`src/design/mrf_pkg.sv`:
```
`default_nettype none
// ---------------------------------------------------------------------------
// mrf_pkg
// Shared types, constants and the CRC-16/MODBUS byte update for the
// request framer.
// ---------------------------------------------------------------------------
package mrf_pkg;

	localparam int unsigned FRAME_LEN = 8;
	localparam int unsigned CRC_SPAN  = 6;
	localparam int unsigned IDX_W     = $clog2(FRAME_LEN);
	localparam int unsigned QDEPTH    = 2;
	localparam int unsigned QPTR_W    = $clog2(QDEPTH);

	localparam logic [15:0] CRC_INIT        = 16'hFFFF;
	localparam logic [15:0] CRC_POLY        = 16'hA001;
	localparam logic [7:0]  FC_WRITE_SINGLE = 8'h06;
	localparam logic [7:0]  FC_READ_HOLDING = 8'h03;
	localparam logic [7:0]  SLAVE_RESET     = 8'h01;

	typedef enum logic {
		OP_WRITE_SINGLE = 1'b0,
		OP_READ_HOLDING = 1'b1
	} op_t;

	typedef logic [7:0] byte_t;
	typedef byte_t [FRAME_LEN-1:0] frame_t;

	// one byte through the reflected CRC, eight shift steps
	function automatic logic [15:0] crc_byte(input logic [15:0] crc_in, input byte_t data);
		logic [15:0] c;
		c = crc_in ^ {8'h00, data};
		for (int b = 0; b < 8; b++) begin
			c = c[0] ? ((c >> 1) ^ CRC_POLY) : (c >> 1);
		end
		return c;
	endfunction

endpackage
`default_nettype wire

```
`src/design/mrf_if.sv`:
```
`default_nettype none
// ---------------------------------------------------------------------------
// mrf_if
// Valid/ready channels of the framer: request in, frame bytes out.
// ---------------------------------------------------------------------------
interface mrf_req_if;
	logic        valid;
	logic        ready;
	logic        op;
	logic [15:0] register_address;
	logic [15:0] register_value;

	modport source (output valid, output op, output register_address,
		output register_value, input ready);
	modport sink (input valid, input op, input register_address,
		input register_value, output ready);
endinterface

interface mrf_byte_if;
	logic       valid;
	logic       ready;
	logic [7:0] frame_byte;
	logic       last;

	modport source (output valid, output frame_byte, output last, input ready);
	modport sink (input valid, input frame_byte, input last, output ready);
endinterface
`default_nettype wire

```
`src/design/mrf_front.sv`:
```
`default_nettype none
// ---------------------------------------------------------------------------
// mrf_front
// Accepts a request, lays out the six header bytes and runs the CRC over
// them one byte per cycle, then pushes the complete frame to the queue.
// ---------------------------------------------------------------------------
module mrf_front (
	input  wire                 clk,
	input  wire                 arst_n,
	input  wire  [7:0]          slave_address,
	mrf_req_if.sink             req,
	output logic                push_valid,
	input  wire                 push_ready,
	output mrf_pkg::frame_t     push_frame
);

	logic                       busy_q;
	logic [mrf_pkg::IDX_W-1:0]  cnt_q;
	logic [15:0]                crc_q;
	mrf_pkg::frame_t            hdr_q;
	logic                       crc_run;
	logic                       accept;

	always_comb begin
		crc_run    = busy_q && (cnt_q != mrf_pkg::IDX_W'(mrf_pkg::CRC_SPAN));
		push_valid = busy_q && (cnt_q == mrf_pkg::IDX_W'(mrf_pkg::CRC_SPAN));
		req.ready  = !busy_q || (push_valid && push_ready);
		accept     = req.valid && req.ready;
		push_frame    = hdr_q;
		push_frame[6] = crc_q[7:0];
		push_frame[7] = crc_q[15:8];
	end

	always_ff @(posedge clk or negedge arst_n) begin
		if (!arst_n) begin
			busy_q <= 1'b0;
			cnt_q  <= '0;
		end else if (accept) begin
			busy_q <= 1'b1;
			cnt_q  <= '0;
		end else if (crc_run) begin
			cnt_q <= cnt_q + 1'b1;
		end else if (push_valid && push_ready) begin
			busy_q <= 1'b0;
		end
	end

	always_ff @(posedge clk) begin
		if (accept) begin
			hdr_q[0] <= slave_address;
			hdr_q[1] <= (mrf_pkg::op_t'(req.op) == mrf_pkg::OP_READ_HOLDING) ?
				mrf_pkg::FC_READ_HOLDING : mrf_pkg::FC_WRITE_SINGLE;
			hdr_q[2] <= req.register_address[15:8];
			hdr_q[3] <= req.register_address[7:0];
			hdr_q[4] <= req.register_value[15:8];
			hdr_q[5] <= req.register_value[7:0];
			hdr_q[6] <= '0;
			hdr_q[7] <= '0;
			crc_q    <= mrf_pkg::CRC_INIT;
		end else if (crc_run) begin
			crc_q <= mrf_pkg::crc_byte(crc_q, hdr_q[cnt_q]);
		end
	end

endmodule
`default_nettype wire

```
`src/design/mrf_queue.sv`:
```
`default_nettype none
// ---------------------------------------------------------------------------
// mrf_queue
// Short frame queue between the CRC front and the byte serializer.
// ---------------------------------------------------------------------------
module mrf_queue (
	input  wire              clk,
	input  wire              arst_n,
	input  wire              push_valid,
	output logic             push_ready,
	input  mrf_pkg::frame_t  push_frame,
	output logic             pop_valid,
	input  wire              pop_ready,
	output mrf_pkg::frame_t  pop_frame
);

	mrf_pkg::frame_t             mem [mrf_pkg::QDEPTH];
	logic [mrf_pkg::QPTR_W-1:0]  wr_ptr_q;
	logic [mrf_pkg::QPTR_W-1:0]  rd_ptr_q;
	logic [mrf_pkg::QPTR_W:0]    count_q;
	logic                        do_push;
	logic                        do_pop;

	always_comb begin
		push_ready = (count_q != (mrf_pkg::QPTR_W+1)'(mrf_pkg::QDEPTH));
		pop_valid  = (count_q != '0);
		do_push    = push_valid && push_ready;
		do_pop     = pop_valid && pop_ready;
		pop_frame  = mem[rd_ptr_q];
	end

	always_ff @(posedge clk or negedge arst_n) begin
		if (!arst_n) begin
			wr_ptr_q <= '0;
			rd_ptr_q <= '0;
			count_q  <= '0;
		end else begin
			if (do_push) begin
				wr_ptr_q <= (wr_ptr_q == mrf_pkg::QPTR_W'(mrf_pkg::QDEPTH-1)) ?
					'0 : wr_ptr_q + 1'b1;
			end
			if (do_pop) begin
				rd_ptr_q <= (rd_ptr_q == mrf_pkg::QPTR_W'(mrf_pkg::QDEPTH-1)) ?
					'0 : rd_ptr_q + 1'b1;
			end
			if (do_push && !do_pop) begin
				count_q <= count_q + 1'b1;
			end else if (do_pop && !do_push) begin
				count_q <= count_q - 1'b1;
			end
		end
	end

	always_ff @(posedge clk) begin
		if (do_push) begin
			mem[wr_ptr_q] <= push_frame;
		end
	end

endmodule
`default_nettype wire

```
`src/design/mrf_back.sv`:
```
`default_nettype none
// ---------------------------------------------------------------------------
// mrf_back
// Byte serializer: takes one frame from the queue and sends its eight
// bytes through a registered output, low index first.
// ---------------------------------------------------------------------------
module mrf_back (
	input  wire              clk,
	input  wire              arst_n,
	input  wire              pop_valid,
	output logic             pop_ready,
	input  mrf_pkg::frame_t  pop_frame,
	mrf_byte_if.source       frm
);

	mrf_pkg::frame_t            frame_q;
	logic [mrf_pkg::IDX_W-1:0]  idx_q;
	logic                       active_q;
	logic                       out_valid_q;
	logic [7:0]                 out_byte_q;
	logic                       out_last_q;
	logic                       adv;
	logic                       at_end;

	always_comb begin
		adv       = active_q && (!out_valid_q || frm.ready);
		at_end    = (idx_q == mrf_pkg::IDX_W'(mrf_pkg::FRAME_LEN-1));
		// next frame loads in the same cycle the last byte moves into the output register
		pop_ready = !active_q || (adv && at_end);
		frm.valid      = out_valid_q;
		frm.frame_byte = out_byte_q;
		frm.last       = out_last_q;
	end

	always_ff @(posedge clk or negedge arst_n) begin
		if (!arst_n) begin
			active_q    <= 1'b0;
			idx_q       <= '0;
			out_valid_q <= 1'b0;
		end else begin
			if (adv) begin
				out_valid_q <= 1'b1;
			end else if (frm.ready) begin
				out_valid_q <= 1'b0;
			end
			if (pop_valid && pop_ready) begin
				active_q <= 1'b1;
				idx_q    <= '0;
			end else begin
				if (adv) begin
					idx_q <= idx_q + 1'b1;
				end
				if (adv && at_end) begin
					active_q <= 1'b0;
				end
			end
		end
	end

	always_ff @(posedge clk) begin
		if (pop_valid && pop_ready) begin
			frame_q <= pop_frame;
		end
		if (adv) begin
			out_byte_q <= frame_q[idx_q];
			out_last_q <= at_end;
		end
	end

endmodule
`default_nettype wire

```
`src/design/modbus_rtu_request_framer_unit.sv`:
```
`default_nettype none
// ---------------------------------------------------------------------------
// modbus_rtu_request_framer_unit
// Builds Modbus RTU request frames (address, function, register, value,
// CRC-16/MODBUS) and streams them out one byte per transfer.
// ---------------------------------------------------------------------------
// Usage:
//  req  : one request per transfer (op, register_address, register_value).
//  frm  : eight byte transfers per request; last marks the CRC high byte.
//  cfg  : cfg_we/cfg_wdata write the station address (reset value 1);
//         write only while no frame is pending.
//  Path: a request passes the CRC front, the frame queue and the registered
//  byte output. The byte serializer sets the request rate; the CRC front
//  runs one byte per cycle through the byte-wide CRC update, can take a new
//  request as it pushes the finished frame, and runs ahead through a 2-entry
//  frame queue. Bytes of consecutive frames come out back to back.
//  Stalls: frame bytes hold while frm.ready is low; the queue then fills
//  and req.ready stays low while the CRC runs and while the frame cannot be pushed.
//  Reset clears all control state and returns the station address to 1;
//  no frame is in flight after reset.
// ---------------------------------------------------------------------------
module modbus_rtu_request_framer_unit (
	input  wire        clk,
	input  wire        arst_n,
	input  wire        cfg_we,
	input  wire  [7:0] cfg_wdata,
	mrf_req_if.sink    req,
	mrf_byte_if.source frm
);

	logic [7:0]       slave_q;
	logic             push_valid;
	logic             push_ready;
	mrf_pkg::frame_t  push_frame;
	logic             pop_valid;
	logic             pop_ready;
	mrf_pkg::frame_t  pop_frame;

	always_ff @(posedge clk or negedge arst_n) begin
		if (!arst_n) begin
			slave_q <= mrf_pkg::SLAVE_RESET;
		end else if (cfg_we) begin
			slave_q <= cfg_wdata;
		end
	end

	mrf_front u_front (
		.clk           (clk),
		.arst_n        (arst_n),
		.slave_address (slave_q),
		.req           (req),
		.push_valid    (push_valid),
		.push_ready    (push_ready),
		.push_frame    (push_frame)
	);

	mrf_queue u_queue (
		.clk        (clk),
		.arst_n     (arst_n),
		.push_valid (push_valid),
		.push_ready (push_ready),
		.push_frame (push_frame),
		.pop_valid  (pop_valid),
		.pop_ready  (pop_ready),
		.pop_frame  (pop_frame)
	);

	mrf_back u_back (
		.clk       (clk),
		.arst_n    (arst_n),
		.pop_valid (pop_valid),
		.pop_ready (pop_ready),
		.pop_frame (pop_frame),
		.frm       (frm)
	);

endmodule
`default_nettype wire

```
`src/flat_wrapper.sv`:
```
// flat-port wrapper written by rule: the top's interface ports become plain ports
module modbus_rtu_request_framer_unit_flat 
  (clk, arst_n, cfg_we, cfg_wdata, req_valid, req_op, req_register_address, req_register_value, req_ready, frm_valid, frm_frame_byte, frm_last, frm_ready);
  mrf_req_if req_i ();
  mrf_byte_if frm_i ();
  input  wire clk;
  input  wire arst_n;
  input  wire cfg_we;
  input  wire  [7:0] cfg_wdata;
  input wire logic [$bits(req_i.valid)-1:0] req_valid;
  input wire logic [$bits(req_i.op)-1:0] req_op;
  input wire logic [$bits(req_i.register_address)-1:0] req_register_address;
  input wire logic [$bits(req_i.register_value)-1:0] req_register_value;
  output wire logic [$bits(req_i.ready)-1:0] req_ready;
  output wire logic [$bits(frm_i.valid)-1:0] frm_valid;
  output wire logic [$bits(frm_i.frame_byte)-1:0] frm_frame_byte;
  output wire logic [$bits(frm_i.last)-1:0] frm_last;
  input wire logic [$bits(frm_i.ready)-1:0] frm_ready;
  assign req_i.valid = req_valid;
  assign req_i.op = req_op;
  assign req_i.register_address = req_register_address;
  assign req_i.register_value = req_register_value;
  assign req_ready = req_i.ready;
  assign frm_valid = frm_i.valid;
  assign frm_frame_byte = frm_i.frame_byte;
  assign frm_last = frm_i.last;
  assign frm_i.ready = frm_ready;
  modbus_rtu_request_framer_unit u_core (.clk(clk), .arst_n(arst_n), .cfg_we(cfg_we), .cfg_wdata(cfg_wdata), .req(req_i), .frm(frm_i));
endmodule
```
`config.mk`:
```
export PLATFORM = sky130hd
export DESIGN_NAME = modbus_rtu_request_framer_unit_flat
export DESIGN_NICKNAME = d
export VERILOG_FILES = /design/src/design/mrf_pkg.sv /design/src/design/mrf_if.sv /design/src/design/mrf_front.sv /design/src/design/mrf_queue.sv /design/src/design/mrf_back.sv /design/src/design/modbus_rtu_request_framer_unit.sv /design/src/flat_wrapper.sv
export SDC_FILE = /design/constraint.sdc
export NUM_CORES = 1
export LEC_CHECK = 0
export ABC_CLOCK_PERIOD_IN_PS = 5200
export BUFFER_PORTS_ARGS = -buffer_cell sky130_fd_sc_hd__buf_4
export CAP_MARGIN = 5
export CORE_ASPECT_RATIO = 0.5
export CORE_MARGIN = 1
export CORE_UTILIZATION = 40
export CTS_BUF_LIST = sky130_fd_sc_hd__clkbuf_8 sky130_fd_sc_hd__clkbuf_16
export CTS_CLUSTER_DIAMETER = 200
export DETAILED_ROUTE_END_ITERATION = 10
export PLACE_DENSITY = 0.67
export SYNTH_ARGS = -nofsm -noshare
export SYNTH_HDL_FRONTEND = slang
export SYNTH_SLANG_ARGS = --single-unit
```
`constraint.sdc`:
```
create_clock -name clk -period 5.2 [get_ports clk]
set_clock_uncertainty 0.15 [all_clocks]
set_input_delay 0.78 -clock clk [delete_from_list [all_inputs] [get_ports clk]]
set_output_delay 0.78 -clock clk [all_outputs]
set_load 0.01 [all_outputs]
```
==> impl_metrics.py <==
metrics = {
    "outcome": {
        "status": "finished, final reports clean",
    },
    "sta": {
        "relSlewSlack_pct": 22.3,
        "rsz0062_at_grt": "false",
        "slew_viol_final": 0,
        "finalSetupViolCount": 0,
        "hold_violations": 0,
        "min_period_ns": 3.50,
        "tightest_slew_ns": 1.16,
        "clock.fmax_mhz": 285,
        "final.setup.tns_ns": 0,
        "finalCritPeriodShare_pct": 67.4,
    },
    "layout": {
        "antenna_cells": 0,
        "drive_gt1_share_pct": 31.4,
        "fin_nets": 663,
        "finalNonFillerCells": 966,
        "synthToLayoutAreaGrowth_pct": 15.4,
    },
    "global_routing": {
        "grt_usage_pct": 15.2,
        "grt_pass1_wl_um": 29100,
        "gr-total-overflow": 0,
        "antenna_found_initial": 0,
        "grt_pass1_vias": 4876,
        "grt_max_degree": 60,
    },
    "power_and_ir_drop": {
        "p_comb_share_pct": 32.0,
        "ir_worst_vdd_v": 0.000366,
        "p_sw_share_pct": 31.3,
        "intPower_mw": 4.93,
        "switching_power_mw": 2.25,
        "power_density_nw_per_um2": 619,
        "clkPwrFrac_pct": 23.5,
        "leakagePower_nw": 4.02,
        "seq_power_share_pct": 44.6,
    },
    "flow_run": {
        "drv_cap": 0,
    },
    "detailed_routing": {
        "viasPerCell": 5.07,
        "via_count": 4900,
        "wirelength_um": 19200,
        "first_pass_iters": 6,
        "antenna_left": 0,
        "drc": 0,
        "routedWlPerCell_um": 19.9,
        "dr.first_iter.drc_count": 490,
    },
    "worst_setup_path": {
        "path_max_fanout": 26,
        "required_ns": 4.27,
        "critPathLaunchType": "flip-flop",
        "crit_type": "reg2out",
        "arrival_ns": 2.57,
        "end_kind": "primary output",
    },
    "yosys": {
        "synth_cell_type_count": 42,
        "synth-main-ff-cell": "edfxtp_1",
        "syn_avg_cell_area_um2": 18.4,
        "yosysSeqAreaShare_pct": 75.6,
        "synth_area_um2": 10100,
        "syn-num-nets": 599,
        "async_flop_share_pct": 8.02,
        "synth_edf_count": 225,
        "syn-instance-count": 548,
        "yosys_warnings": 0,
        "ys_ff_latch": 262,
    },
    "clock_tree": {
        "hold_buffers": 0,
        "cts_resized": 0,
        "clk_latency_ns": 0.52,
        "cts_buffers": 25,
        "cts-root-buf": "clkbuf_16",
        "clockBufferDepth": 3,
        "clk_pin_slew_ns": 0.07,
        "post_cts_buffers": 0,
        "cts_max_level": 1,
        "cts_sinks": 262,
        "cts_tree": "done",
    },
    "die": {
        "coreArea_um2": 24300,
        "die_y_um": 114,
        "start_util_pct": 41.4,
        "dieArea_um2": 25800,
        "die_x_um": 226,
        "rows": 40,
        "ios": 57,
    },
    "placed_design": {
        "place_hpwl_um": 12100,
        "place_congestion": 0.833,
        "place_inst": 921,
        "portBuffers": 56,
    },
    "min_path": {
        "hold_path_class": "in2async",
    },
}
==> flip-flops by register name, summed over array words and instances, names as in the netlist <==
register                      count
u_core.u_back.frm.valid           1
u_core.u_back.frm.last            1
u_core.u_back.frame_q            58
u_core.u_front.cnt_q              3
u_core.u_front.crc_q             16
u_core.u_back.idx_q               3
u_core.slave_q                    8
u_core.u_back.active_q            1
u_core.u_queue.rd_ptr_q           1
u_core.u_front.push_frame        42
u_core.u_queue.count_q            2
u_core.u_queue.mem              116
u_core.u_front.busy_q             1
u_core.u_queue.wr_ptr_q           1
u_core.u_back.frm.frame_byte      8
==> final cells by class <==
class | instances | area (um^2)
clock buffer | 30 | 694
multi-input combinational | 255 | 2330
fill | 2047 | 12700
clock inverter | 15 | 73.8
timing repair buffer | 60 | 450
sequential | 262 | 7600
tap | 336 | 420
inverter | 8 | 30.0
==> synthesized netlist by cell type (3+ instances only) <==
| cell type | n | area share, % |
|---|---|---|
| mux4_2 | 10 | 2.2 |
| nand2b_1 | 5 | 0.31 |
| xor2_1 | 6 | 0.52 |
| o21ai_0 | 14 | 0.70 |
| mux2i_1 | 13 | 1.3 |
| dfrtp_1 | 20 | 5.0 |
| ha_1 | 5 | 0.62 |
| clkbuf_1 | 14 | 0.52 |
| xnor2_1 | 17 | 1.5 |
| dfxtp_1 | 16 | 3.2 |
| buf_6 | 3 | 0.34 |
| mux2_2 | 78 | 8.7 |
| inv_1 | 7 | 0.26 |
| buf_1 | 3 | 0.11 |
| a21oi_1 | 23 | 1.1 |
| nand3_1 | 8 | 0.40 |
| edfxtp_1 | 225 | 67 |
| nor3_1 | 7 | 0.35 |
| xnor3_1 | 3 | 0.67 |
| o2bb2ai_1 | 3 | 0.26 |
| nand2_1 | 17 | 0.63 |
| o22ai_1 | 3 | 0.19 |
| nor2_1 | 20 | 0.75 |
==> logic make-up after synthesis <==
logic type | count (synthesis) | synth area share [%]
DFF | 262 | 75.6
AOI/OAI and AO/OA | 51 | 3.17
buffers and inverters | 31 | 1.44
xor gates and xnor gates | 27 | 2.91
muxes | 105 | 13.1
adders and majority gates | 5 | 0.622
and+or+nand+nor | 67 | 3.18
==> layer usage <==
layer | vias up | track usage [%] | part of all wire, %
met5 | - | 0 | 0
met4 | 0 | 3.38 | 1.6
met3 | 26 | 2.87 | 6.2
met2 | 144 | 24.1 | 47
met1 | 2498 | 21.8 | 45
li1 | 2232 | - | -
==> layout by cell type, fill, tap and decap left out, types with 3 or more instances in the layout <==
cell	count
clkbuf_8	5
xnor2_1	17
mux4_2	10
inv_1	14
clkinv_2	5
a21oi_1	22
xor2_1	6
nor3_1	7
mux2_2	78
mux2i_1	13
ha_1	5
nor2_1	19
nand2b_1	5
dfxtp_1	16
and3_4	3
xnor3_1	3
buf_4	60
o22ai_1	3
o21ai_0	14
dfrtp_1	19
nand2_1	17
nand3_1	8
edfxtp_1	225
clkbuf_16	25
o2bb2ai_1	3
==> stage by stage <==
| step | util, % | hold slack, ns | cell area, um^2 | setup WS, ns | power, mW |
|---|---|---|---|---|---|
| floorplan | - | 0.271 | 10100 | 0.0945 | 4.88 |
| global placement | 44.6 | 0.280 | 10800 | 1.95 | 5.42 |
| detailed placement | 44.6 | 0.282 | 10800 | 1.82 | 5.50 |
| CTS | 47.7 | 0.0342 | 11600 | 1.68 | 7.19 |
| global route | 47.7 | 0.0458 | 11600 | 1.53 | 7.49 |
| finish | 47.7 | 0.0309 | 11600 | 1.70 | 7.18 |
==> power by group through the flow <==
stage,combinational (mW),clock [mW],sequential (mW)
after CTS,2.28,1.72,3.20
after global routing,2.45,1.80,3.24
after detailed placement,2.26,0,3.24
after global placement,2.20,0,3.21
final,2.30,1.69,3.20
after floorplan,1.86,0,3.02
==> worst paths after layout <==
check                                               startpoint  cells past startpoint  slack (ns)                                      end
setup / recovery           u_core.u_front.cnt_q[0]$_DFFE_PN0P_                      6        1.70                                req_ready
hold / removal                                          arst_n                      1        0.03      u_core.u_front.cnt_q[2]$_DFFE_PN0P_
setup reg to reg           u_core.u_front.cnt_q[0]$_DFFE_PN0P_                      7        1.78     u_core.u_front.crc_q[0]$_SDFFE_PP1P_
hold reg to reg                  u_core.slave_q[1]$_DFFE_PN0P_                      0        0.30   u_core.u_front.push_frame[1]$_DFFE_PP_
max in group asynchronous                               arst_n                      1        4.56            u_core.slave_q[0]$_DFFE_PN1P_
min in group clk                         req_register_value[3]                      1        0.29  u_core.u_front.push_frame[43]$_DFFE_PP_
==> worst max-delay path, stage by stage (launching register included) <==
cell      delay, ns
dfrtp_1        1.07
inv_1          0.20
ha_1           0.26
nand2_1        0.10
a21oi_1        0.07
nand2b_1       0.18
buf_4          0.16
Note: power is estimated with default switching activity, not from simulation.
